File: src/sv/itoa_pkg.sv
`default_nettype none

package itoa_pkg;

   localparam int ValueW = 64;
   localparam int ModeW  = 2;
   localparam int RadixW = 5;
   localparam int CharW  = 8;
   localparam int CountW = 7;
   localparam int DigitW = 4;
   localparam int PfxW   = 3;

   localparam logic [RadixW-1:0] RadixMin = 5'd2;
   localparam logic [RadixW-1:0] RadixMax = 5'd16;
   localparam logic [RadixW-1:0] RadixDec = 5'd10;
   localparam logic [RadixW-1:0] RadixHex = 5'd16;

   localparam logic [CharW-1:0] CharZero   = 8'h30;
   localparam logic [CharW-1:0] CharUpperA = 8'h41;
   localparam logic [CharW-1:0] CharLowerA = 8'h61;
   localparam logic [CharW-1:0] CharMinus  = 8'h2d;
   localparam logic [CharW-1:0] CharX      = 8'h78;
   localparam logic [CharW-1:0] CharOpen   = 8'h28;
   localparam logic [CharW-1:0] CharN      = 8'h6e;
   localparam logic [CharW-1:0] CharI      = 8'h69;
   localparam logic [CharW-1:0] CharL      = 8'h6c;
   localparam logic [CharW-1:0] CharClose  = 8'h29;

   typedef enum logic [ModeW-1:0] {
      MODE_DEC   = 2'd0,
      MODE_RADIX = 2'd1,
      MODE_PTR   = 2'd2,
      MODE_NONE  = 2'd3
   } mode_type;

   typedef enum logic [1:0] {
      PFX_NONE  = 2'd0,
      PFX_MINUS = 2'd1,
      PFX_HEX   = 2'd2,
      PFX_NIL   = 2'd3
   } prefix_type;

   function automatic logic [CharW-1:0] digit_char(logic [DigitW-1:0] d, logic upper);
      logic [CharW-1:0] base;
      base = upper ? CharUpperA : CharLowerA;
      if (d < DigitW'(10)) begin
         digit_char = CharZero + CharW'(d);
      end else begin
         digit_char = base + CharW'(d) - CharW'(10);
      end
   endfunction

   function automatic logic [PfxW-1:0] prefix_len(prefix_type kind);
      case (kind)
         PFX_MINUS: prefix_len = 3'd1;
         PFX_HEX:   prefix_len = 3'd2;
         PFX_NIL:   prefix_len = 3'd5;
         default:   prefix_len = 3'd0;
      endcase
   endfunction

   function automatic logic [CharW-1:0] prefix_char(prefix_type kind, logic [PfxW-1:0] pos);
      case (kind)
         PFX_MINUS: prefix_char = CharMinus;
         PFX_HEX:   prefix_char = (pos == 3'd0) ? CharZero : CharX;
         PFX_NIL: begin
            case (pos)
               3'd0:    prefix_char = CharOpen;
               3'd1:    prefix_char = CharN;
               3'd2:    prefix_char = CharI;
               3'd3:    prefix_char = CharL;
               default: prefix_char = CharClose;
            endcase
         end
         default:   prefix_char = CharZero;
      endcase
   endfunction

endpackage

`default_nettype wire

File: src/sv/itoa_ifs.sv
`default_nettype none

interface itoa_req_if;
   import itoa_pkg::*;

   logic                valid;
   logic                ready;
   logic [ModeW-1:0]    mode;
   logic [ValueW-1:0]   value;
   logic [RadixW-1:0]   radix;
   logic                upper_case;

   modport source (output valid, mode, value, radix, upper_case, input ready);
   modport sink   (input valid, mode, value, radix, upper_case, output ready);
endinterface

interface itoa_rsp_if;
   import itoa_pkg::*;

   logic                valid;
   logic                ready;
   logic [CharW-1:0]    ascii_char;
   logic                last;
   logic [CountW-1:0]   char_count;

   modport source (output valid, ascii_char, last, char_count, input ready);
   modport sink   (input valid, ascii_char, last, char_count, output ready);
endinterface

`default_nettype wire

File: src/sv/integer_to_ascii_formatter.sv
`default_nettype none

// channel   dir   handshake       beat
// req_if    in    valid/ready     mode, value, radix, upper_case
// rsp_if    out   valid/ready     ascii_char, last, char_count
//
// one item at a time; req_if.ready is high only while idle
// each digit is worked out in the shared 4-bit-per-cycle divider
// each character then needs a digit memory read, then a beat, which waits out any rsp stall
// synchronous reset clears the sequencer only; no clearing pass on the digit memory
// an unused mode code is taken and dropped with no beats

module integer_to_ascii_formatter #(
   parameter int VALUE_WIDTH = 64
) (
   input  logic          clock,
   input  logic          reset,
   itoa_req_if.sink      req_if,
   itoa_rsp_if.source    rsp_if
);
   import itoa_pkg::*;

   localparam int DivW          = ((VALUE_WIDTH + DigitW - 1) / DigitW) * DigitW;
   localparam int StepsPerDigit = DivW / DigitW;
   localparam int StepW         = $clog2(StepsPerDigit);
   localparam int AddrW         = $clog2(VALUE_WIDTH);
   localparam logic [StepW-1:0] LastStep = StepW'(StepsPerDigit - 1);

   typedef enum logic [3:0] {
      ST_IDLE  = 4'b0001,
      ST_DIV   = 4'b0010,
      ST_FETCH = 4'b0100,
      ST_SEND  = 4'b1000
   } state_type;

   state_type           state_ff, state_in;
   logic [DivW-1:0]     div_ff, div_in;
   logic [DigitW-1:0]   rem_ff, rem_in;
   logic [StepW-1:0]    step_ff, step_in;
   logic [RadixW-1:0]   radix_ff, radix_in;
   logic                upper_ff, upper_in;
   prefix_type          kind_ff, kind_in;
   logic [CountW-1:0]   ndig_ff, ndig_in;
   logic [CountW-1:0]   pos_ff, pos_in;
   logic [DigitW-1:0]   rd_data_ff;
   logic [DigitW-1:0]   mem [VALUE_WIDTH];

   logic                req_fire;
   logic                wr_en;
   logic [DivW-1:0]     div_q;
   logic [DigitW-1:0]   rem_q;
   logic [31:0]         w32;
   logic                neg;
   logic [31:0]         mag32;
   logic [VALUE_WIDTH-1:0] masked;
   logic [RadixW-1:0]   radix_sat;
   logic [PfxW-1:0]     pfx_len;
   logic [CountW-1:0]   total;
   logic                is_pfx;
   logic [CountW-1:0]   digit_idx;
   logic [CountW-1:0]   dig_addr;
   logic [AddrW-1:0]    rd_addr;
   logic                is_last;

   // shared divider: four restoring steps per cycle
   always_comb begin
      logic [DigitW:0] x;
      rem_q = rem_ff;
      div_q = div_ff;
      for (int k = 0; k < DigitW; k++) begin
         x = {rem_q, div_q[DivW-1]};
         if (x >= radix_ff) begin
            rem_q = DigitW'(x - radix_ff);
            div_q = {div_q[DivW-2:0], 1'b1};
         end else begin
            rem_q = x[DigitW-1:0];
            div_q = {div_q[DivW-2:0], 1'b0};
         end
      end
   end

   assign req_fire = req_if.valid && req_if.ready;
   assign w32      = req_if.value[31:0];
   assign neg      = w32[31];
   assign mag32    = neg ? (~w32 + 32'd1) : w32;
   assign masked   = req_if.value[VALUE_WIDTH-1:0];

   always_comb begin
      if (req_if.radix < RadixMin) begin
         radix_sat = RadixMin;
      end else if (req_if.radix > RadixMax) begin
         radix_sat = RadixMax;
      end else begin
         radix_sat = req_if.radix;
      end
   end

   // character position decode
   assign pfx_len   = prefix_len(kind_ff);
   assign total     = CountW'(pfx_len) + ndig_ff;
   assign is_pfx    = pos_ff < CountW'(pfx_len);
   assign digit_idx = pos_ff - CountW'(pfx_len);
   assign dig_addr  = ndig_ff - CountW'(1) - digit_idx;
   assign rd_addr   = dig_addr[AddrW-1:0];
   assign is_last   = pos_ff == (total - CountW'(1));

   always_comb begin
      state_in = state_ff;
      div_in   = div_ff;
      rem_in   = rem_ff;
      step_in  = step_ff;
      radix_in = radix_ff;
      upper_in = upper_ff;
      kind_in  = kind_ff;
      ndig_in  = ndig_ff;
      pos_in   = pos_ff;
      wr_en    = 1'b0;
      unique case (state_ff)
         ST_IDLE: begin
            if (req_fire) begin
               pos_in   = '0;
               ndig_in  = '0;
               step_in  = '0;
               rem_in   = '0;
               upper_in = 1'b0;
               radix_in = RadixHex;
               kind_in  = PFX_NONE;
               div_in   = DivW'(masked);
               case (mode_type'(req_if.mode))
                  MODE_DEC: begin
                     div_in   = DivW'(mag32);
                     radix_in = RadixDec;
                     kind_in  = neg ? PFX_MINUS : PFX_NONE;
                     state_in = ST_DIV;
                  end
                  MODE_RADIX: begin
                     radix_in = radix_sat;
                     upper_in = req_if.upper_case;
                     state_in = ST_DIV;
                  end
                  MODE_PTR: begin
                     if (masked == '0) begin
                        kind_in  = PFX_NIL;
                        state_in = ST_FETCH;
                     end else begin
                        kind_in  = PFX_HEX;
                        state_in = ST_DIV;
                     end
                  end
                  default: begin
                     state_in = ST_IDLE;
                  end
               endcase
            end
         end
         ST_DIV: begin
            div_in  = div_q;
            rem_in  = rem_q;
            step_in = step_ff + StepW'(1);
            if (step_ff == LastStep) begin
               wr_en   = 1'b1;
               rem_in  = '0;
               step_in = '0;
               ndig_in = ndig_ff + CountW'(1);
               if (div_q == '0) begin
                  state_in = ST_FETCH;
               end
            end
         end
         ST_FETCH: begin
            state_in = ST_SEND;
         end
         ST_SEND: begin
            if (rsp_if.ready) begin
               if (is_last) begin
                  state_in = ST_IDLE;
               end else begin
                  pos_in   = pos_ff + CountW'(1);
                  state_in = ST_FETCH;
               end
            end
         end
         default: begin
            state_in = ST_IDLE;
         end
      endcase
   end

   always_ff @(posedge clock) begin
      if (reset) begin
         state_ff <= ST_IDLE;
      end else begin
         state_ff <= state_in;
      end
      div_ff   <= div_in;
      rem_ff   <= rem_in;
      step_ff  <= step_in;
      radix_ff <= radix_in;
      upper_ff <= upper_in;
      kind_ff  <= kind_in;
      ndig_ff  <= ndig_in;
      pos_ff   <= pos_in;
   end

   // digit memory, least significant digit first
   always_ff @(posedge clock) begin
      if (wr_en) begin
         mem[ndig_ff[AddrW-1:0]] <= rem_q;
      end
      rd_data_ff <= mem[rd_addr];
   end

   assign req_if.ready      = state_ff == ST_IDLE;
   assign rsp_if.valid      = state_ff == ST_SEND;
   assign rsp_if.ascii_char = is_pfx ? prefix_char(kind_ff, pos_ff[PfxW-1:0])
                                     : digit_char(rd_data_ff, upper_ff);
   assign rsp_if.last       = is_last;
   assign rsp_if.char_count = is_last ? total : '0;

`ifndef SYNTH
   a_busy_after_accept: assert property (@(posedge clock) disable iff (reset)
      (req_if.valid && req_if.ready && req_if.mode != MODE_NONE) |=> !req_if.ready)
      else $error("accepted item did not leave idle");

   a_no_overlap: assert property (@(posedge clock) disable iff (reset)
      !(req_if.ready && rsp_if.valid))
      else $error("beat offered while idle");

   a_count_on_last: assert property (@(posedge clock) disable iff (reset)
      (rsp_if.valid && rsp_if.last) |-> (rsp_if.char_count != '0))
      else $error("final beat with zero count");

   a_digits_bound: assert property (@(posedge clock) disable iff (reset)
      (state_ff == ST_SEND) |-> (ndig_ff <= CountW'(VALUE_WIDTH)))
      else $error("digit count overflow");

   a_div_ends: assert property (@(posedge clock) disable iff (reset)
      (state_ff == ST_DIV && step_ff == LastStep && div_q == '0) |=> (state_ff == ST_FETCH))
      else $error("division did not finish on zero quotient");
`endif

endmodule

`default_nettype wire

File: src/flat_wrapper.sv
// flat-port wrapper written by rule: the top's interface ports become plain ports
module integer_to_ascii_formatter_flat import itoa_pkg::*;
#(
   parameter int VALUE_WIDTH = 64
)
  (clock, reset, req_if_valid, req_if_mode, req_if_value, req_if_radix, req_if_upper_case, req_if_ready, rsp_if_valid, rsp_if_ascii_char, rsp_if_last, rsp_if_char_count, rsp_if_ready);
  itoa_req_if req_if_i ();
  itoa_rsp_if rsp_if_i ();
  input  logic clock;
  input  logic reset;
  input wire logic [$bits(req_if_i.valid)-1:0] req_if_valid;
  input wire logic [$bits(req_if_i.mode)-1:0] req_if_mode;
  input wire logic [$bits(req_if_i.value)-1:0] req_if_value;
  input wire logic [$bits(req_if_i.radix)-1:0] req_if_radix;
  input wire logic [$bits(req_if_i.upper_case)-1:0] req_if_upper_case;
  output wire logic [$bits(req_if_i.ready)-1:0] req_if_ready;
  output wire logic [$bits(rsp_if_i.valid)-1:0] rsp_if_valid;
  output wire logic [$bits(rsp_if_i.ascii_char)-1:0] rsp_if_ascii_char;
  output wire logic [$bits(rsp_if_i.last)-1:0] rsp_if_last;
  output wire logic [$bits(rsp_if_i.char_count)-1:0] rsp_if_char_count;
  input wire logic [$bits(rsp_if_i.ready)-1:0] rsp_if_ready;
  assign req_if_i.valid = req_if_valid;
  assign req_if_i.mode = req_if_mode;
  assign req_if_i.value = req_if_value;
  assign req_if_i.radix = req_if_radix;
  assign req_if_i.upper_case = req_if_upper_case;
  assign req_if_ready = req_if_i.ready;
  assign rsp_if_valid = rsp_if_i.valid;
  assign rsp_if_ascii_char = rsp_if_i.ascii_char;
  assign rsp_if_last = rsp_if_i.last;
  assign rsp_if_char_count = rsp_if_i.char_count;
  assign rsp_if_i.ready = rsp_if_ready;
  integer_to_ascii_formatter #(.VALUE_WIDTH(VALUE_WIDTH)) u_core (.clock(clock), .reset(reset), .req_if(req_if_i), .rsp_if(rsp_if_i));
endmodule
File: config.mk
export PLATFORM = sky130hd
export DESIGN_NAME = integer_to_ascii_formatter_flat
export DESIGN_NICKNAME = d
export VERILOG_FILES = /design/src/sv/itoa_pkg.sv /design/src/sv/itoa_ifs.sv /design/src/sv/integer_to_ascii_formatter.sv /design/src/flat_wrapper.sv
export SDC_FILE = /design/constraint.sdc
export NUM_CORES = 1
export LEC_CHECK = 0
export BUFFER_PORTS_ARGS = -buffer_cell sky130_fd_sc_hd__buf_2
export CORE_AREA = 2 2 165 167
export CTS_CLUSTER_DIAMETER = 40
export CTS_CLUSTER_SIZE = 12
export DETAILED_ROUTE_END_ITERATION = 6
export DIE_AREA = 0 0 167 169
export PLACE_DENSITY = 0.91
export SLEW_MARGIN = 20
export SYNTH_ARGS = -nofsm -noshare
export SYNTH_HDL_FRONTEND = slang
export SYNTH_SLANG_ARGS = --single-unit
File: constraint.sdc
create_clock -name clock -period 11 [get_ports clock]
set_input_delay 1.65 -clock clock [delete_from_list [all_inputs] [get_ports clock]]
set_output_delay 1.65 -clock clock [all_outputs]
set_load 0.1 [all_outputs]
==> impl_metrics.toml <==
[floorplanning]
start_util_pct = 65.0
core-area_um2 = 26500
rows = 60
io_pins = 94
die_y_um = 169
die_w_um = 167
design.die.area_um2 = 28200

[global_route]
antenna_found_initial = 0
grt_pass1_wl_um = 65400
grt_max_degree = 100
grt_usage_pct = 30.2
grt_pass1_vias = 11600
grt-ovfl-total = 0

[placed_design]
routabilityCongestion = 0.858
place.detailed.hpwl_um = 25900
port_buffers = 92

[critical_path]
r2r_cells = 24
slowest_delay_ns = 0.63
start_kind = "flop"
reg2reg_from = "u_core.radix_ff[1]$_DFFE_PP_"
worst-setup-path-type = "flop to flop"
r2r_slack_ns = 3.25
endpoint_kind = "flop"
crit_path_max_fanout = 64
crit_chain = "inv_1, ha_1, a41oi_1, nand2b_1, o32ai_2, mux2_2, ha_1, a41o_1, nor2_1, a31oi_1, nand2_1, o21ai_1, inv_1, ha_1, a211oi_1, o21ai_2, mux2_2, inv_1, ha_1, o211ai_1, o21ai_2, inv_1, a31oi_1, nand2_4"
cp.buffers_inverters = 4
crit_arrival_ns = 7.84
crit_family = "compound AO/OA/AOI/OAI gates"
crit_slowest_cell = "a31oi_1"
cp_data_required_time_ns = 11.09
worstReg2RegEnd = "u_core.mem[2][3]$_DFFE_PP_"

[outcome]
outcome = "complete, no violations"

[power]
pwr_density_cell_nw_per_um2 = 312
p_sw_mw = 2.23
seq_power_share_pct = 41.4
leakagePower_nw = 6.69
ir_drop_mv = 0.590
p_clk_share_pct = 21.0
internal_power_mw = 3.77
pwr-share-comb_pct = 37.6
switching_share_pct = 37.1

[synth]
ys_seq_area_share_pct = 62.0
synth.cell_area_um2 = 17200
syn_area_per_cell_um2 = 13.8
ys.flop_type = "edfxtp_1"
async_flop_share_pct = 0
synth-seq-cells = 358
syn-instance-count = 1247
synth-edff-count = 350
synth_nets = 1376
yosysWarningCount = 0
synth_cell_types = 69

[route]
via_per_inst = 6.74
drt_iter0_drc = 1414
routed_wl_um = 42200
firstDrtPassIters = 6
avgRoutedWirePerCell_um = 24.8
drcViolationCount = 0
ant_nets = 0
num_vias = 11500

[sta]
worst_pin_slew_ns = 0.931
fmax_mhz = 129
finalMaxSlewViolations = 0
tns_ns = 0
period_minus_slack_ns = 7.75
clock_skew_ns = 0.0160
hold_viol_final = 0
final-setup-viol-count = 0
post-route-period-util_pct = 70.4
rsz0062_at_grt = "no"
fin_hold_ws_ns = 0.546
slew_headroom_pct = 37.9

[run]
maxCapViolations = 0

[clock_network]
cts.htree.levels = 2
cts.clk_slew.worst_paths_ns = 0.06
clk_path_buf_depth = 3
cts_buffers = 41
clock_latency_ns = 0.53
postCtsHoldBufs = 0
cts.sinks = 358
postCtsResizedCells = 0
cts_tree = "yes"
cts_setup_buffers = 0
cts_root_buf = "clkbuf_16"

[worst_hold_path]
hold_path_startpoint = "u_core.div_ff[37]$_DFFE_PP_"
hp-class = "flop to flop"
hold_depth = 2
hold_end = "u_core.div_ff[41]$_DFFE_PP_"

[cells_and_area]
nFillCells = 1521
n_antenna_cell = 0
drive_gt1_share_pct = 19.5
area_growth_pct = 11.7
nets = 1468
## worst reg2reg max path, delay by kind of cell, from the launching register on
| family | cells | cell delay [ns] |
|---|---|---|
| AOI/OAI and AO/OA | 10 | 3.23 |
| buffers and inverters | 4 | 0.71 |
| DFF | 1 | 0.45 |
| muxes | 2 | 0.76 |
| adders and majority gates | 4 | 1.35 |
| and+or+nand+nor | 4 | 0.80 |
## registers in the layout (all words and copies together), names as in the netlist
| name | flops |
|---|---|
| u_core.step_ff | 4 |
| u_core.upper_ff | 1 |
| u_core.rd_data_ff | 4 |
| u_core.div_ff | 64 |
| u_core.state_ff | 4 |
| u_core.radix_ff | 5 |
| u_core.pos_ff | 7 |
| u_core.mem | 256 |
| u_core.rem_ff | 4 |
| u_core.ndig_ff | 7 |
| u_core.kind_ff | 2 |
## area by class of cell
type                            instances  area (µm²)  share of cell area, %
Clock buffer                           46        1040                   5.44
Multi-Input combinational cell        787        6200                   32.2
Tap cell                              341         427                   2.22
Inverter                               51         191                  0.996
Timing Repair Buffer                  100         520                   2.71
Clock inverter                         18         169                  0.879
Sequential cell                       358       10700                   55.5
## stage by stage
step	utilization, %	power (mW)	std cells	area [µm²]	setup WS [ns]
after global routing	72.5	6.21	1701	19200	2.81
after CTS	72.5	5.95	1701	19200	3.18
final	72.5	6.00	1701	19200	3.25
after detailed placement	67.9	4.66	1637	18000	3.47
after global placement	67.9	4.50	1637	18000	3.92
after floorplan	-	3.95	1247	17200	3.49
## how the worst max path moves through the flow
stage                     slack [ns]                          from  cells past startpoint                     endpoint
after CTS                       3.18  u_core.radix_ff[1]$_DFFE_PP_                     24  u_core.mem[16][3]$_DFFE_PP_
after global routing            2.81  u_core.radix_ff[1]$_DFFE_PP_                     24  u_core.mem[58][3]$_DFFE_PP_
after detailed placement        3.47  u_core.radix_ff[1]$_DFFE_PP_                     22  u_core.mem[37][3]$_DFFE_PP_
after global placement          3.92  u_core.radix_ff[1]$_DFFE_PP_                     24  u_core.mem[39][3]$_DFFE_PP_
final                           3.25  u_core.radix_ff[1]$_DFFE_PP_                     24   u_core.mem[2][3]$_DFFE_PP_
after floorplan                 3.49  u_core.radix_ff[1]$_DFFE_PP_                     24   u_core.mem[0][2]$_DFFE_PP_
## cells in the final DEF, fill, tap and decap left out, drive strengths merged, types with 7 or more instances in the layout
cell	count
a21o	7
a21oi	44
a22oi	8
a31oi	7
and2	11
buf	100
clkbuf	46
clkinv	9
dfxtp	8
edfxtp	350
fa	9
ha	44
inv	54
mux4	80
nand2	138
nand3	54
nor2	132
nor2b	7
nor3	13
nor4	30
o211ai	7
o21ai	54
xnor2	43
xor2	18
## cell usage after synthesis, types with 8 or more instances
| cell | count | share of area (%) |
|---|---|---|
| nor3_1 | 13 | 0.38 |
| o21ai_1 | 15 | 0.44 |
| and2_1 | 11 | 0.40 |
| inv_1 | 49 | 1.1 |
| nor4_1 | 30 | 1.1 |
| xor2_1 | 18 | 0.92 |
| xnor2_1 | 42 | 2.1 |
| a21oi_1 | 44 | 1.3 |
| ha_1 | 44 | 3.2 |
| o21ai_0 | 37 | 1.1 |
| clkbuf_1 | 39 | 0.85 |
| fa_1 | 9 | 1.0 |
| dfxtp_1 | 8 | 0.93 |
| edfxtp_1 | 350 | 61 |
| nand3_1 | 51 | 1.5 |
| nor2_1 | 132 | 2.9 |
| a22oi_1 | 8 | 0.35 |
| mux4_2 | 80 | 10 |
| nand2_1 | 138 | 3.0 |
## power by group through the flow
stage / registers [mW] / logic, mW / clock network (mW)
finish: 2.49 / 2.26 / 1.26
global route: 2.49 / 2.41 / 1.31
CTS: 2.50 / 2.19 / 1.26
detailed placement: 2.52 / 2.13 / 0
global placement: 2.51 / 1.99 / 0
floorplan: 2.52 / 1.43 / 0
## kinds of logic after synthesis
logic type | synth area share (%)
simple gates | 11.6
flops | 62.0
compound gates | 5.58
buf+inv | 2.36
mux | 10.9
xor+xnor | 3.28
fa+ha+maj | 4.24
other cells | 0.0218
## layer usage
metal / wire (µm) / GRT usage (%) / share of wire [%]
met1: 14800 / 37.5 / 35
met2: 21300 / 52.1 / 50
met3: 3940 / 5.54 / 9.3
met4: 2120 / 14.0 / 5.0
met5: 0 / 0 / 0
(Power assumes the default switching activity.)
